`src/spej_pkg.sv`:
```
// package: widths, stage counts, types and helpers of the stereo projection unit
`default_nettype none
package spej_pkg;

  localparam int FRAC_BITS = 16;
  localparam int W         = 32;
  localparam int FOC_W     = 31;
  localparam int FUX_W     = FOC_W + W;            // focal times magnitude
  localparam int XR_W      = 2 * W - 1;            // magnitude of x - w*baseline
  localparam int XRS_W     = XR_W + 2;             // signed form of it
  localparam int PRH_W     = FOC_W + XR_W - W;     // high partial product
  localparam int NUM_W     = FOC_W + XR_W;         // widest dividend
  localparam int DEN_W     = 2 * W - 1;            // widest divisor (z squared)
  localparam int PROJ_LOG  = 40;                   // projection clamp 2^40
  localparam int QUO_W     = PROJ_LOG + 1;         // quotient bits before rounding
  localparam int PV_W      = QUO_W + 2;            // signed clamped projection
  localparam int ERR_W     = PV_W + 2;             // error before saturation

  localparam int FRONT_STG = 4;
  localparam int DIV_STG   = QUO_W + 1;
  localparam int BACK_STG  = 3;
  localparam int NSTG      = FRONT_STG + DIV_STG + BACK_STG;

  localparam int NQ   = 8;
  localparam int NP   = 3;
  localparam int Q_PU  = 0;
  localparam int Q_PV  = 1;
  localparam int Q_PR  = 2;
  localparam int Q_JFU = 3;
  localparam int Q_JFV = 4;
  localparam int Q_JLU = 5;
  localparam int Q_JVD = 6;
  localparam int Q_JRD = 7;

  localparam int CFG_IDX_W = 3;
  localparam logic [FOC_W-1:0] FOCAL_ONE = FOC_W'(1) << FRAC_BITS;

  typedef enum logic [CFG_IDX_W-1:0] {
    REG_FOCAL_U  = 3'd0,
    REG_FOCAL_V  = 3'd1,
    REG_CENTER_U = 3'd2,
    REG_CENTER_V = 3'd3,
    REG_BASELINE = 3'd4
  } cfg_idx_t;

  typedef logic [NUM_W-1:0] num_t;
  typedef logic [DEN_W-1:0] den_t;

  typedef struct packed {
    logic [FOC_W-1:0]    focal_u;
    logic [FOC_W-1:0]    focal_v;
    logic signed [W-1:0] center_u;
    logic signed [W-1:0] center_v;
    logic signed [W-1:0] baseline;
  } cfg_t;

  typedef struct packed {
    logic signed [W-1:0] ul;
    logic signed [W-1:0] vl;
    logic signed [W-1:0] ur;
    logic signed [W-1:0] vr;
  } meas_t;

  typedef struct packed {
    logic xneg;
    logic yneg;
    logic zn;
    logic zero;
  } flag_t;

  typedef struct packed {
    meas_t           meas;
    logic            zero;
    logic [NQ-1:0]   neg;
  } side_t;

  function automatic logic [W-1:0] mag32(input logic signed [W-1:0] v);
    return v[W-1] ? W'(-v) : W'(v);
  endfunction

  function automatic logic signed [W-1:0] sat32(input logic signed [ERR_W-1:0] v);
    logic signed [ERR_W-1:0] hi;
    logic signed [ERR_W-1:0] lo;
    hi = ERR_W'(2147483647);
    lo = -ERR_W'(64'sd2147483648);
    if (v > hi) return W'(hi);
    if (v < lo) return W'(lo);
    return W'(v);
  endfunction

endpackage
`default_nettype wire

```
`src/spej_cfg.sv`:
```
// configuration register file
`default_nettype none
module spej_cfg import spej_pkg::*; (
  input  logic                 clk,
  input  logic                 rst_n,
  input  logic                 cfg_valid,
  output logic                 cfg_ready,
  input  logic [CFG_IDX_W-1:0] cfg_index,
  input  logic [W-1:0]         cfg_data,
  output cfg_t                 cfg_o
);

  cfg_t cfg_r;

  assign cfg_ready = 1'b1;
  assign cfg_o     = cfg_r;

  always_ff @(posedge clk) begin
    if (!rst_n) begin
      cfg_r.focal_u  <= FOCAL_ONE;
      cfg_r.focal_v  <= FOCAL_ONE;
      cfg_r.center_u <= '0;
      cfg_r.center_v <= '0;
      cfg_r.baseline <= '0;
    end else if (cfg_valid) begin
      unique case (cfg_idx_t'(cfg_index))
        REG_FOCAL_U:  cfg_r.focal_u  <= cfg_data[FOC_W-1:0];
        REG_FOCAL_V:  cfg_r.focal_v  <= cfg_data[FOC_W-1:0];
        REG_CENTER_U: cfg_r.center_u <= $signed(cfg_data);
        REG_CENTER_V: cfg_r.center_v <= $signed(cfg_data);
        REG_BASELINE: cfg_r.baseline <= $signed(cfg_data);
        default: ;
      endcase
    end
  end

endmodule
`default_nettype wire

```
`config.mk`:
```
export PLATFORM = sky130hd
export DESIGN_NAME = spej_cfg
export DESIGN_NICKNAME = d
export VERILOG_FILES = /design/src/spej_pkg.sv /design/src/spej_cfg.sv
export SDC_FILE = /design/constraint.sdc
export NUM_CORES = 1
export LEC_CHECK = 0
export BUFFER_PORTS_ARGS = -buffer_cell sky130_fd_sc_hd__buf_4
export CAP_MARGIN = 20
export CORE_AREA = 2 2 124 126
export CTS_BUF_LIST = sky130_fd_sc_hd__clkbuf_8
export CTS_CLUSTER_DIAMETER = 40
export CTS_CLUSTER_SIZE = 25
export DETAILED_ROUTE_END_ITERATION = 8
export DIE_AREA = 0 0 126 128
export PLACE_DENSITY_LB_ADDON = 0.3
export SYNTH_ARGS = -nofsm -noshare
export SYNTH_HDL_FRONTEND = slang
export SYNTH_SLANG_ARGS = --single-unit
```
`constraint.sdc`:
```
create_clock -name clk -period 2.8 [get_ports clk]
set_clock_uncertainty 0.1 [all_clocks]
set_input_delay 0.28 -clock clk [delete_from_list [all_inputs] [get_ports clk]]
set_output_delay 0.28 -clock clk [all_outputs]
set_load 0.005 [all_outputs]
```
==> flow_metrics.env <==
export IMPL_run_status="finished, final reports clean"
export IMPL_cts_resized=0
export IMPL_cts_setup_buffers=0
export IMPL_finalMaxSlewViolations=0
export IMPL_grt_max_degree=104
export IMPL_grt_overflow=0
export IMPL_hold_slack_ns=0.0435
export IMPL_total_power_mw=4.58
export IMPL_final_cell_mix="buf_4, nand2_1, mux2i_1, dfxtp_1, clkbuf_8"
export IMPL_synthCells=553
export IMPL_drt_first_pass_iters=4
export IMPL_crit_chain="buf_4 -> nand4bb_4 -> mux2i_1"
export IMPL_place_area_um2=7350
export IMPL_hold_viol_final=0
export IMPL_clk_path_buf_depth=2
export IMPL_cp_slowest_stage_delay_ns=0.82
export IMPL_diodes=0
export IMPL_endpoint_kind="register"
export IMPL_hpwl_um=10600
export IMPL_cts_buffers=17
export IMPL_post_route_cell_area_um2=7800
export IMPL_max_freq_mhz=712
export IMPL_cts_tree="done"
export IMPL_place_congestion=0.797
export IMPL_fillers=1350
export IMPL_final_common_cell="buf_4"
export IMPL_path_max_fanout=32
export IMPL_dieArea_um2=16100
export IMPL_fin_crit_sh_pct=50.2
export IMPL_hold_class="input port to register"
export IMPL_postRouteAntennaNets=0
export IMPL_final_net_count=768
export IMPL_cp_slowest_cell="nand4bb_4"
export IMPL_drt_iter0_markers=227
export IMPL_core_region_area_um2=14900
export IMPL_antenna_found_initial=0
export IMPL_setup_viol=0
export IMPL_grt_pass1_vias=4448
export IMPL_grt_pass1_wl_um=23800
export IMPL_track_usage_pct=18.8
export IMPL_fp_row_count=45
export IMPL_ir_drop_v=0.000256
export IMPL_start_util_pct=39.0
export IMPL_place_ws_ns=0.888
export IMPL_power_density_nw_per_um2=586
export IMPL_drive_gt1_share_pct=31.0
export IMPL_die_y_um=128
export IMPL_ys_types=12
export IMPL_crit_type="input port to register"
export IMPL_final_seq_area_um2=3160
export IMPL_io_pins=197
export IMPL_via_per_inst=4.75
export IMPL_seq_area_frac_synth_pct=54.5
export IMPL_cts_htree_levels=4
export IMPL_multi_input_area_um2=2440
export IMPL_worstMarginPinSlew_ns=0.900
export IMPL_drv_cap=0
export IMPL_vias=4416
export IMPL_ys_ff_latch=158
export IMPL_clk_latency_ns=0.45
export IMPL_clock_sinks=158
export IMPL_slew_headroom_pct=39.9
export IMPL_fin_ws_ns=1.40
export IMPL_synth_area_um2=5800
export IMPL_fin_crit_ns=1.40
export IMPL_placed_cells=899
export IMPL_largest_reg_flops=158
export IMPL_clk_pin_slew_ns=0.08
export IMPL_required_ns=3.06
export IMPL_rsz0062_at_grt="false"
export IMPL_p_leak_nw=4.09
export IMPL_area_delta_synth_final_pct=34.6
export IMPL_tns_ns=0
export IMPL_syn_nets=591
export IMPL_drcViolationCount=0
export IMPL_wl_per_cell_um=16.4
export IMPL_clockRootBuffer="clkbuf_8"
export IMPL_wl_um=15300
export IMPL_cp_start_kind="input port"
export IMPL_hold_buffers=0
export IMPL_syn_avg_cell_area_um2=10.5
export IMPL_finalCoreUtilization_pct=52.5
export IMPL_port_buffers=195
export IMPL_yosysWarningCount=0
export IMPL_final_cells=929
export IMPL_die_w_um=126
export IMPL_crit_arrival_ns=1.66
[layer usage]
metal | GRT usage, % | part of all wire (%) | wire length [µm] | vias up
met1 | 22.2 | 42 | 6440 | 2089
met3 | 7.55 | 7.7 | 1180 | 24
met5 | 0 | 0 | 0 | -
li1 | - | - | - | 2165
met4 | 6.21 | 1.9 | 285 | 0
met2 | 31.4 | 48 | 7360 | 138
[logic make-up after synthesis]
group / Yosys count / synth area share, %
other cells: 1 / 0.0646
flops: 158 / 54.5
buf+inv: 40 / 4.40
mux: 158 / 27.3
simple gates: 196 / 13.7
[cell type report]
class	instances	area share, %
Sequential cell	158	40.5
Clock buffer	21	3.70
Clock inverter	9	2.13
Timing Repair Buffer	198	19.4
Tap cell	188	3.01
Multi-Input combinational cell	355	31.3
[worst paths after layout]
kind / startpoint / end / slack, ns / depth (start not counted)
max: cfg_index[2] / cfg_o[69] / 1.40 / 3
min: cfg_data[16] / cfg_o[112] / 0.04 / 3
min reg2reg: cfg_o[138] / cfg_o[138] / 0.36 / 2
max reg2reg: cfg_o[23] / cfg_o[23] / 2.02 / 2
[critical path: cells and delay by family]
| kind | cells | cell delay, ns |
|---|---|---|
| buffers and inverters | 1 | 0.14 |
| multiplexers | 1 | 0.40 |
| AND/OR/NAND/NOR | 1 | 0.82 |
[cell usage after synthesis]
cell type / count / area (µm²)
buf_2: 9 / 45.0
buf_4: 7 / 52.6
buf_6: 9 / 101
clkbuf_1: 15 / 56.3
conb_1: 1 / 3.75
dfxtp_1: 158 / 3160
mux2i_1: 158 / 1580
nand2_1: 188 / 706
nand4b_2: 1 / 15.0
nand4bb_1: 3 / 33.8
nor2b_1: 3 / 18.8
nor4b_4: 1 / 23.8
[power by group]
part | internal [mW] | switching, mW | total [mW]
Sequential | 2.30 | 0.0285 | 2.32
Clock | 1.14 | 0.784 | 1.92
Combinational | 0.157 | 0.175 | 0.332
Total | 3.59 | 0.987 | 4.58
Note: power is estimated with default switching activity, not from simulation.
