<file path="config.mk">
export PLATFORM = sky130hd
export DESIGN_NAME = spej_back
export DESIGN_NICKNAME = d
export VERILOG_FILES = /design/src/spej_pkg.sv /design/src/spej_back.sv
export SDC_FILE = /design/constraint.sdc
export NUM_CORES = 2
export LEC_CHECK = 0
export ABC_AREA = 1
export BUFFER_PORTS_ARGS = -buffer_cell sky130_fd_sc_hd__buf_4
export CAP_MARGIN = 25
export CORE_AREA = 4 4 743 745
export CTS_CLUSTER_SIZE = 30
export DETAILED_ROUTE_END_ITERATION = 8
export DIE_AREA = 0 0 747 749
export MAX_ROUTING_LAYER = met4
export PLACE_DENSITY = 0.41
export SLEW_MARGIN = 15
export SYNTH_ARGS = -nofsm -noshare
export SYNTH_HDL_FRONTEND = slang
export SYNTH_SLANG_ARGS = --single-unit
export TNS_END_PERCENT = 20
</file>
<file path="constraint.sdc">
create_clock -name clk -period 6.6 [get_ports clk]
set_input_delay 0.99 -clock clk [delete_from_list [all_inputs] [get_ports clk]]
set_output_delay 0.99 -clock clk [all_outputs]
set_load 0.05 [all_outputs]
</file>
<file path="src/spej_pkg.sv">
// package: widths, stage counts, types and helpers of the stereo projection unit
`default_nettype none
package spej_pkg;

  localparam int FRAC_BITS = 16;
  localparam int W         = 32;
  localparam int FOC_W     = 31;
  localparam int FUX_W     = FOC_W + W;            // focal times magnitude
  localparam int XR_W      = 2 * W - 1;            // magnitude of x - w*baseline
  localparam int XRS_W     = XR_W + 2;             // signed form of it
  localparam int PRH_W     = FOC_W + XR_W - W;     // high partial product
  localparam int NUM_W     = FOC_W + XR_W;         // widest dividend
  localparam int DEN_W     = 2 * W - 1;            // widest divisor (z squared)
  localparam int PROJ_LOG  = 40;                   // projection clamp 2^40
  localparam int QUO_W     = PROJ_LOG + 1;         // quotient bits before rounding
  localparam int PV_W      = QUO_W + 2;            // signed clamped projection
  localparam int ERR_W     = PV_W + 2;             // error before saturation

  localparam int FRONT_STG = 4;
  localparam int DIV_STG   = QUO_W + 1;
  localparam int BACK_STG  = 3;
  localparam int NSTG      = FRONT_STG + DIV_STG + BACK_STG;

  localparam int NQ   = 8;
  localparam int NP   = 3;
  localparam int Q_PU  = 0;
  localparam int Q_PV  = 1;
  localparam int Q_PR  = 2;
  localparam int Q_JFU = 3;
  localparam int Q_JFV = 4;
  localparam int Q_JLU = 5;
  localparam int Q_JVD = 6;
  localparam int Q_JRD = 7;

  localparam int CFG_IDX_W = 3;
  localparam logic [FOC_W-1:0] FOCAL_ONE = FOC_W'(1) << FRAC_BITS;

  typedef enum logic [CFG_IDX_W-1:0] {
    REG_FOCAL_U  = 3'd0,
    REG_FOCAL_V  = 3'd1,
    REG_CENTER_U = 3'd2,
    REG_CENTER_V = 3'd3,
    REG_BASELINE = 3'd4
  } cfg_idx_t;

  typedef logic [NUM_W-1:0] num_t;
  typedef logic [DEN_W-1:0] den_t;

  typedef struct packed {
    logic [FOC_W-1:0]    focal_u;
    logic [FOC_W-1:0]    focal_v;
    logic signed [W-1:0] center_u;
    logic signed [W-1:0] center_v;
    logic signed [W-1:0] baseline;
  } cfg_t;

  typedef struct packed {
    logic signed [W-1:0] ul;
    logic signed [W-1:0] vl;
    logic signed [W-1:0] ur;
    logic signed [W-1:0] vr;
  } meas_t;

  typedef struct packed {
    logic xneg;
    logic yneg;
    logic zn;
    logic zero;
  } flag_t;

  typedef struct packed {
    meas_t           meas;
    logic            zero;
    logic [NQ-1:0]   neg;
  } side_t;

  function automatic logic [W-1:0] mag32(input logic signed [W-1:0] v);
    return v[W-1] ? W'(-v) : W'(v);
  endfunction

  function automatic logic signed [W-1:0] sat32(input logic signed [ERR_W-1:0] v);
    logic signed [ERR_W-1:0] hi;
    logic signed [ERR_W-1:0] lo;
    hi = ERR_W'(2147483647);
    lo = -ERR_W'(64'sd2147483648);
    if (v > hi) return W'(hi);
    if (v < lo) return W'(lo);
    return W'(v);
  endfunction

endpackage
`default_nettype wire

</file>
<file path="src/spej_back.sv">
// back stages: rounding, clamping, error sums and output register
`default_nettype none
module spej_back import spej_pkg::*; (
  input  logic                     clk,
  input  logic [BACK_STG-1:0]      ld,
  input  cfg_t                     cfg,
  input  logic [NQ-1:0][QUO_W-1:0] q_i,
  input  den_t [NQ-1:0]            rem_i,
  input  den_t [NQ-1:0]            den_i,
  input  logic [NQ-1:0]            ovf_i,
  input  side_t                    side_i,
  output logic signed [W-1:0]      err_ul,
  output logic signed [W-1:0]      err_vl,
  output logic signed [W-1:0]      err_ur,
  output logic signed [W-1:0]      err_vr,
  output logic signed [W-1:0]      jac_fu_over_z,
  output logic signed [W-1:0]      jac_fv_over_z,
  output logic signed [W-1:0]      jac_left_u_dz,
  output logic signed [W-1:0]      jac_v_dz,
  output logic signed [W-1:0]      jac_right_u_dz,
  output logic                     zero_depth
);

  localparam logic [QUO_W:0] PROJ_LIM = (QUO_W+1)'(1) << PROJ_LOG;
  localparam logic [QUO_W:0] POS_LIM  = (QUO_W+1)'(2147483647);
  localparam logic [QUO_W:0] NEG_LIM  = (QUO_W+1)'(64'd2147483648);

  // stage 1: round to nearest, ties away from zero
  logic [NQ-1:0][QUO_W:0] qr1_r;
  logic [NQ-1:0]          ovf1_r;
  side_t                  side1_r;
  logic [NQ-1:0][QUO_W:0] qr_nxt;

  always_comb begin
    for (int i = 0; i < NQ; i++) begin
      qr_nxt[i] = (QUO_W+1)'(q_i[i]) +
                  (QUO_W+1)'({rem_i[i], 1'b0} >= {1'b0, den_i[i]});
    end
  end

  always_ff @(posedge clk) begin
    if (ld[0]) begin
      qr1_r   <= qr_nxt;
      ovf1_r  <= ovf_i;
      side1_r <= side_i;
    end
  end

  // stage 2: clamp and sign
  logic signed [NP-1:0][PV_W-1:0]  pv2_r;
  logic signed [NQ-NP-1:0][W-1:0]  jv2_r;
  side_t                           side2_r;
  logic signed [NP-1:0][PV_W-1:0]  pv_nxt;
  logic signed [NQ-NP-1:0][W-1:0]  jv_nxt;

  always_comb begin
    logic [QUO_W:0] m;
    logic [QUO_W:0] lim;
    for (int i = 0; i < NP; i++) begin
      m = (ovf1_r[i] || qr1_r[i] > PROJ_LIM) ? PROJ_LIM : qr1_r[i];
      pv_nxt[i] = side1_r.neg[i] ? -PV_W'(m) : PV_W'(m);
    end
    for (int j = 0; j < NQ - NP; j++) begin
      lim = side1_r.neg[NP+j] ? NEG_LIM : POS_LIM;
      m = (ovf1_r[NP+j] || qr1_r[NP+j] > lim) ? lim : qr1_r[NP+j];
      jv_nxt[j] = side1_r.neg[NP+j] ? -W'(m) : W'(m);
    end
  end

  always_ff @(posedge clk) begin
    if (ld[1]) begin
      pv2_r   <= pv_nxt;
      jv2_r   <= jv_nxt;
      side2_r <= side1_r;
    end
  end

  // stage 3: measurement minus projection, output register
  logic signed [W-1:0] e_ul, e_vl, e_ur, e_vr;

  always_comb begin
    e_ul = sat32(ERR_W'(side2_r.meas.ul) -
                 (ERR_W'($signed(pv2_r[Q_PU])) + ERR_W'(cfg.center_u)));
    e_vl = sat32(ERR_W'(side2_r.meas.vl) -
                 (ERR_W'($signed(pv2_r[Q_PV])) + ERR_W'(cfg.center_v)));
    e_ur = sat32(ERR_W'(side2_r.meas.ur) -
                 (ERR_W'($signed(pv2_r[Q_PR])) + ERR_W'(cfg.center_u)));
    e_vr = sat32(ERR_W'(side2_r.meas.vr) -
                 (ERR_W'($signed(pv2_r[Q_PV])) + ERR_W'(cfg.center_v)));
  end

  always_ff @(posedge clk) begin
    if (ld[2]) begin
      zero_depth <= side2_r.zero;
      if (side2_r.zero) begin
        err_ul         <= '0;
        err_vl         <= '0;
        err_ur         <= '0;
        err_vr         <= '0;
        jac_fu_over_z  <= '0;
        jac_fv_over_z  <= '0;
        jac_left_u_dz  <= '0;
        jac_v_dz       <= '0;
        jac_right_u_dz <= '0;
      end else begin
        err_ul         <= e_ul;
        err_vl         <= e_vl;
        err_ur         <= e_ur;
        err_vr         <= e_vr;
        jac_fu_over_z  <= jv2_r[Q_JFU-NP];
        jac_fv_over_z  <= jv2_r[Q_JFV-NP];
        jac_left_u_dz  <= jv2_r[Q_JLU-NP];
        jac_v_dz       <= jv2_r[Q_JVD-NP];
        jac_right_u_dz <= jv2_r[Q_JRD-NP];
      end
    end
  end

endmodule
`default_nettype wire

</file>
==> qor_table.md <==
| Quantity | Value | Unit |
|:---|:---|:---|
| Pre-CTS WS | -0.316 | ns |
| Final Hold Fails | 0 | - |
| Register-to-Register Path Depth | 30 | - |
| Clock Skew | 0.0923 | ns |
| Number of nets at the end of the flow | 15400 | - |
| Placed insts | 19800 | - |
| Combined area of all synthesized cells | 88400 | sq um |
| Number of instances in the synthesized netlist | 10700 | - |
| Number of warning messages in the yosys log | 0 | - |
| Share of the clock period used by the worst path | 90.6 | % |
| Worst-case headroom to the max-slew limit | 32.7 | % |
| Weighted congestion at the end of routability-driven global placement | 1.00 | - |
| Post-DR vias/cell | 4.05 | - |
| Max-slew violations | 0 | - |
| Number of synthesized register bits | 1188 | - |
| Power density cells | 250 | nW/um^2 |
| Fraction of registers with async set/reset | 0 | % |
| WS Path Type | in -> reg | - |
| Total setup violations reported at the end of the flow | 0 | - |
| Floorplan die width | 747 | um |
| Setup repair after global routing missed its margin | no | - |
| Min-Delay Endpoint | side1_r[123] | - |
| CTS Buf Count | 158 | - |
| Synth-to-layout area growth | 33.3 | % |
| Post-detailed-route wirelength per cell | 25.7 | um |
| Post-cts hold buffer count | 0 | - |
| Number of resized instances in the post-cts repair step | 0 | - |
| Compound-Gate Fraction of Synth Area | 9.09 | % |
| Vias in the first global route | 81100 | - |
| Setup crit start kind | primary input | - |
| R2R setup slack | 1.04 | ns |
| Post-route ant nets | 0 | - |
| Number of buffer cells added on primary ports | 1837 | - |
| Overall routed net length | 521 | mm |
| Post-detailed-placement half-perimeter wirelength | 467 | mm |
| Worst-margin pin slew | 1.01 | ns |
| Share of synthesized cell area in full adder, half adder and majority cells | 14.2 | % |
| Min Tclk post-route | 5.98 | ns |
| Y dimension of the die | 749 | um |
| Crit path capture type | flop | - |
| Core ar. | 545000 | sq um |
| Number of nets produced by synthesis | 13300 | - |
| Number of distinct standard cells referenced by the synthesized netlist | 71 | - |
| CP max-delay cell | a41oi_1 | - |
| Layout filler cell count | 61100 | - |
| Total number of placement rows | 271 | - |
| TritonCTS clock tree | built | - |
| Leak Pwr | 54.6 | nW |
| Setup Buffers After CTS | 0 | - |
| Arrival time of the worst setup path | 6.54 | ns |
| Max Fanout on Critical Path | 4 | - |
| Clock Root Buffer | clkbuf_16 | - |
| Count of flip-flops with a built-in enable after synthesis | 1188 | - |
| Initial detailed-routing violation count | 5766 | - |
| Cell depth of the worst min-delay path | 1 | - |
| First-pass GRT wire length | 691 | mm |
| Layout Cells excl Fill | 20300 | - |
| Critical path's largest stage delay | 0.30 | ns |
| Area share of xor/xnor cells in the synthesized design | 5.63 | % |
| Overall track demand over capacity in global routing | 18.4 | % |
| Remaining DRCs | 0 | - |
| Die area | 560000 | sq um |
| Bufs on Longest Clock Path | 4 | - |
| Share of layout cells above drive strength 1 | 18.6 | % |
| Count of vias placed by the detailed router | 82200 | - |
| Post-synthesis area per instance | 8.25 | sq um |
| Crit Reg-Reg Endpoint | err_vr[16] | - |
| Worst IR Drop VDD | 0.000173 | V |
| Main synth FF type | edfxtp_1 | - |
| Max-cap check violation count | 0 | - |
| Cell area reported after detailed placement | 112000 | sq um |
| Maximum number of pins on one net before global-route repair | 133 | - |
| Worst min-delay path category | in -> reg | - |
| Post-layout instance area | 118000 | sq um |
| First drt pass iteration count | 5 | - |
| Synth area leader | edfxtp_1 | - |
| I/O pin cnt | 1932 | - |
| Sequential fraction of the synthesis area | 40.3 | % |
| H-tree depth | 4 | - |
| Synthesized-area fraction occupied by and/or/nand/nor cells | 22.2 | % |
| Mux contribution to synthesized area | 0.0637 | % |
| Number of antenna violations at the first check in global routing | 304 | - |
| Post-CTS clock slew at the launch and capture registers of the worst setup and hold paths | 0.06 | ns |
| Critical path data required time | 7.16 | ns |
| Sinks on Clock Net | 1188 | - |
| PnR worst setup slack | 0.618 | ns |
| Top cell type's share of synthesized area | 40.3 | % |
| Dominant combinational cell family by area after synthesis | simple AND/OR/NAND/NOR gates | - |
| Residual overflow from global routing | 0 | - |
| Status | complete, no violations | - |
| Area contributors post-synth | edfxtp_1, ha_1, nand2_1 | - |
| Hold path start | side_i[123] | - |
| Startpoint of the worst-slack reg-to-reg timing path | pv2_r[43] | - |
| Max Clock Freq | 167 | MHz |
| Initial core utilization | 16.2 | % |
| Clock latency on the worst-skew pair | 0.87 | ns |
==> where the power goes <==
part           switching, mW  internal [mW]
sequential             0.390           9.29
clock                   3.59           5.01
combinational           7.46           3.73
total                   11.4           18.0
==> flip-flops by register name, summed over array words and instances (netlist names), 129 cells and up <==
register	flops
pv2_r	129
qr1_r	336
side2_r	129
side1_r	137
jv2_r	160
==> cell usage after synthesis, types with 29 or more instances <==
cell and instances:
a211oi_1 39, a21o_1 35, a21oi_1 645, a21oi_2 30, a31oi_1 88, clkbuf_1 104
edfxtp_1 1188, fa_1 89, ha_1 861, inv_1 1818, nand2_1 2294, nand2_2 42
nand3_1 543, nand4_1 230, nor2_1 1135, nor3_1 177, nor4_1 77, o211ai_1 35
o21a_1 29, o21ai_0 366, xnor2_1 211, xor2_1 357
==> cells in the final DEF, fill, tap and decap left out, drive strengths merged, types with 8 or more instances in the layout <==
| master | netlist | final |
|---|---|---|
| edfxtp | 1188 | 1188 |
| nor4 | 78 | 78 |
| buf | 33 | 2020 |
| nor3b | 10 | 10 |
| nand3 | 556 | 556 |
| a31oi | 88 | 88 |
| a21o | 35 | 35 |
| xnor2 | 211 | 211 |
| nor3 | 182 | 182 |
| a211oi | 39 | 39 |
| diode | 0 | 187 |
| nand3b | 23 | 23 |
| nor2 | 1160 | 1160 |
| o31ai | 14 | 14 |
| o21ai | 374 | 374 |
| or2 | 11 | 11 |
| o211ai | 35 | 35 |
| clkbuf | 104 | 193 |
| and3 | 23 | 23 |
| bufinv | 0 | 14 |
| clkinv | 6 | 62 |
| ha | 861 | 861 |
| o221ai | 24 | 24 |
| nand2 | 2337 | 2337 |
| a21oi | 675 | 675 |
| o2111ai | 14 | 14 |
| nand4 | 231 | 231 |
| o21bai | 28 | 28 |
| and2 | 8 | 8 |
| inv | 1828 | 1837 |
| o21a | 29 | 29 |
| xor2 | 357 | 357 |
| fa | 89 | 89 |
==> layout make-up <==
type	instances	area (sq um)	share of cell area, %
Antenna cell	187	468	0.397
Clock buffer	193	4130	3.50
Clock inverter	82	896	0.760
Inverter	1834	6880	5.84
Multi-Input combinational cell	7555	45300	38.4
Sequential cell	1188	35700	30.3
Tap cell	7234	9050	7.68
Timing Repair Buffer	2020	15500	13.1
==> routing by layer <==
layer / global-route usage, % / part of all wire, %
met5: - / 0
met4: 7.88 / 5.4
met3: 3.89 / 5.7
met2: 31.9 / 49
met1: 20.4 / 39
==> worst max path at each step <==
| stage | startpoint | end | slack, ns |
|---|---|---|---|
| after CTS | rem_i[252] | qr1_r[208] | 0.60 |
| after global placement | rem_i[252] | qr1_r[208] | -0.32 |
| after global routing | den_i[3] | qr1_r[32] | 0.17 |
| after detailed placement | rem_i[252] | qr1_r[204] | -0.32 |
| final | rem_i[252] | qr1_r[208] | 0.62 |
| after floorplan | den_i[11] | qr1_r[40] | 1.28 |
==> worst max-delay path, delay by kind of cell <==
kind | cells | cell delay [ns]
buffers and inverters | 6 | 0.80
AND/OR/NAND/NOR | 17 | 2.45
adder cells (fa/ha/maj) | 3 | 0.67
XOR/XNOR | 1 | 0.13
AO/OA/AOI/OAI | 8 | 1.49
==> cells by family (layout without fill, tap and decap cells) <==
logic type                 count (synthesis)  in the layout
and+or+nand+nor                         4628           4628
muxes                                      5              5
DFF                                     1188           1188
adders and majority gates                950            950
AOI/OAI and AO/OA                       1404           1404
xor gates and xnor gates                 568            568
buffers and inverters                   1971           4129
other                                      0            187
==> through the flow <==
stage	hold WS, ns	total power [mW]	setup TNS (ns)	utilization (%)
after floorplan	0.400	16.4	0	-
after global placement	0.403	21.1	-3.11	20.6
after detailed placement	0.405	21.1	-2.92	20.6
after CTS	0.167	30.0	0	21.6
after global routing	0.204	31.4	0	21.6
final	0.300	29.5	0	21.6
Note: power is estimated with default switching activity, not from simulation.
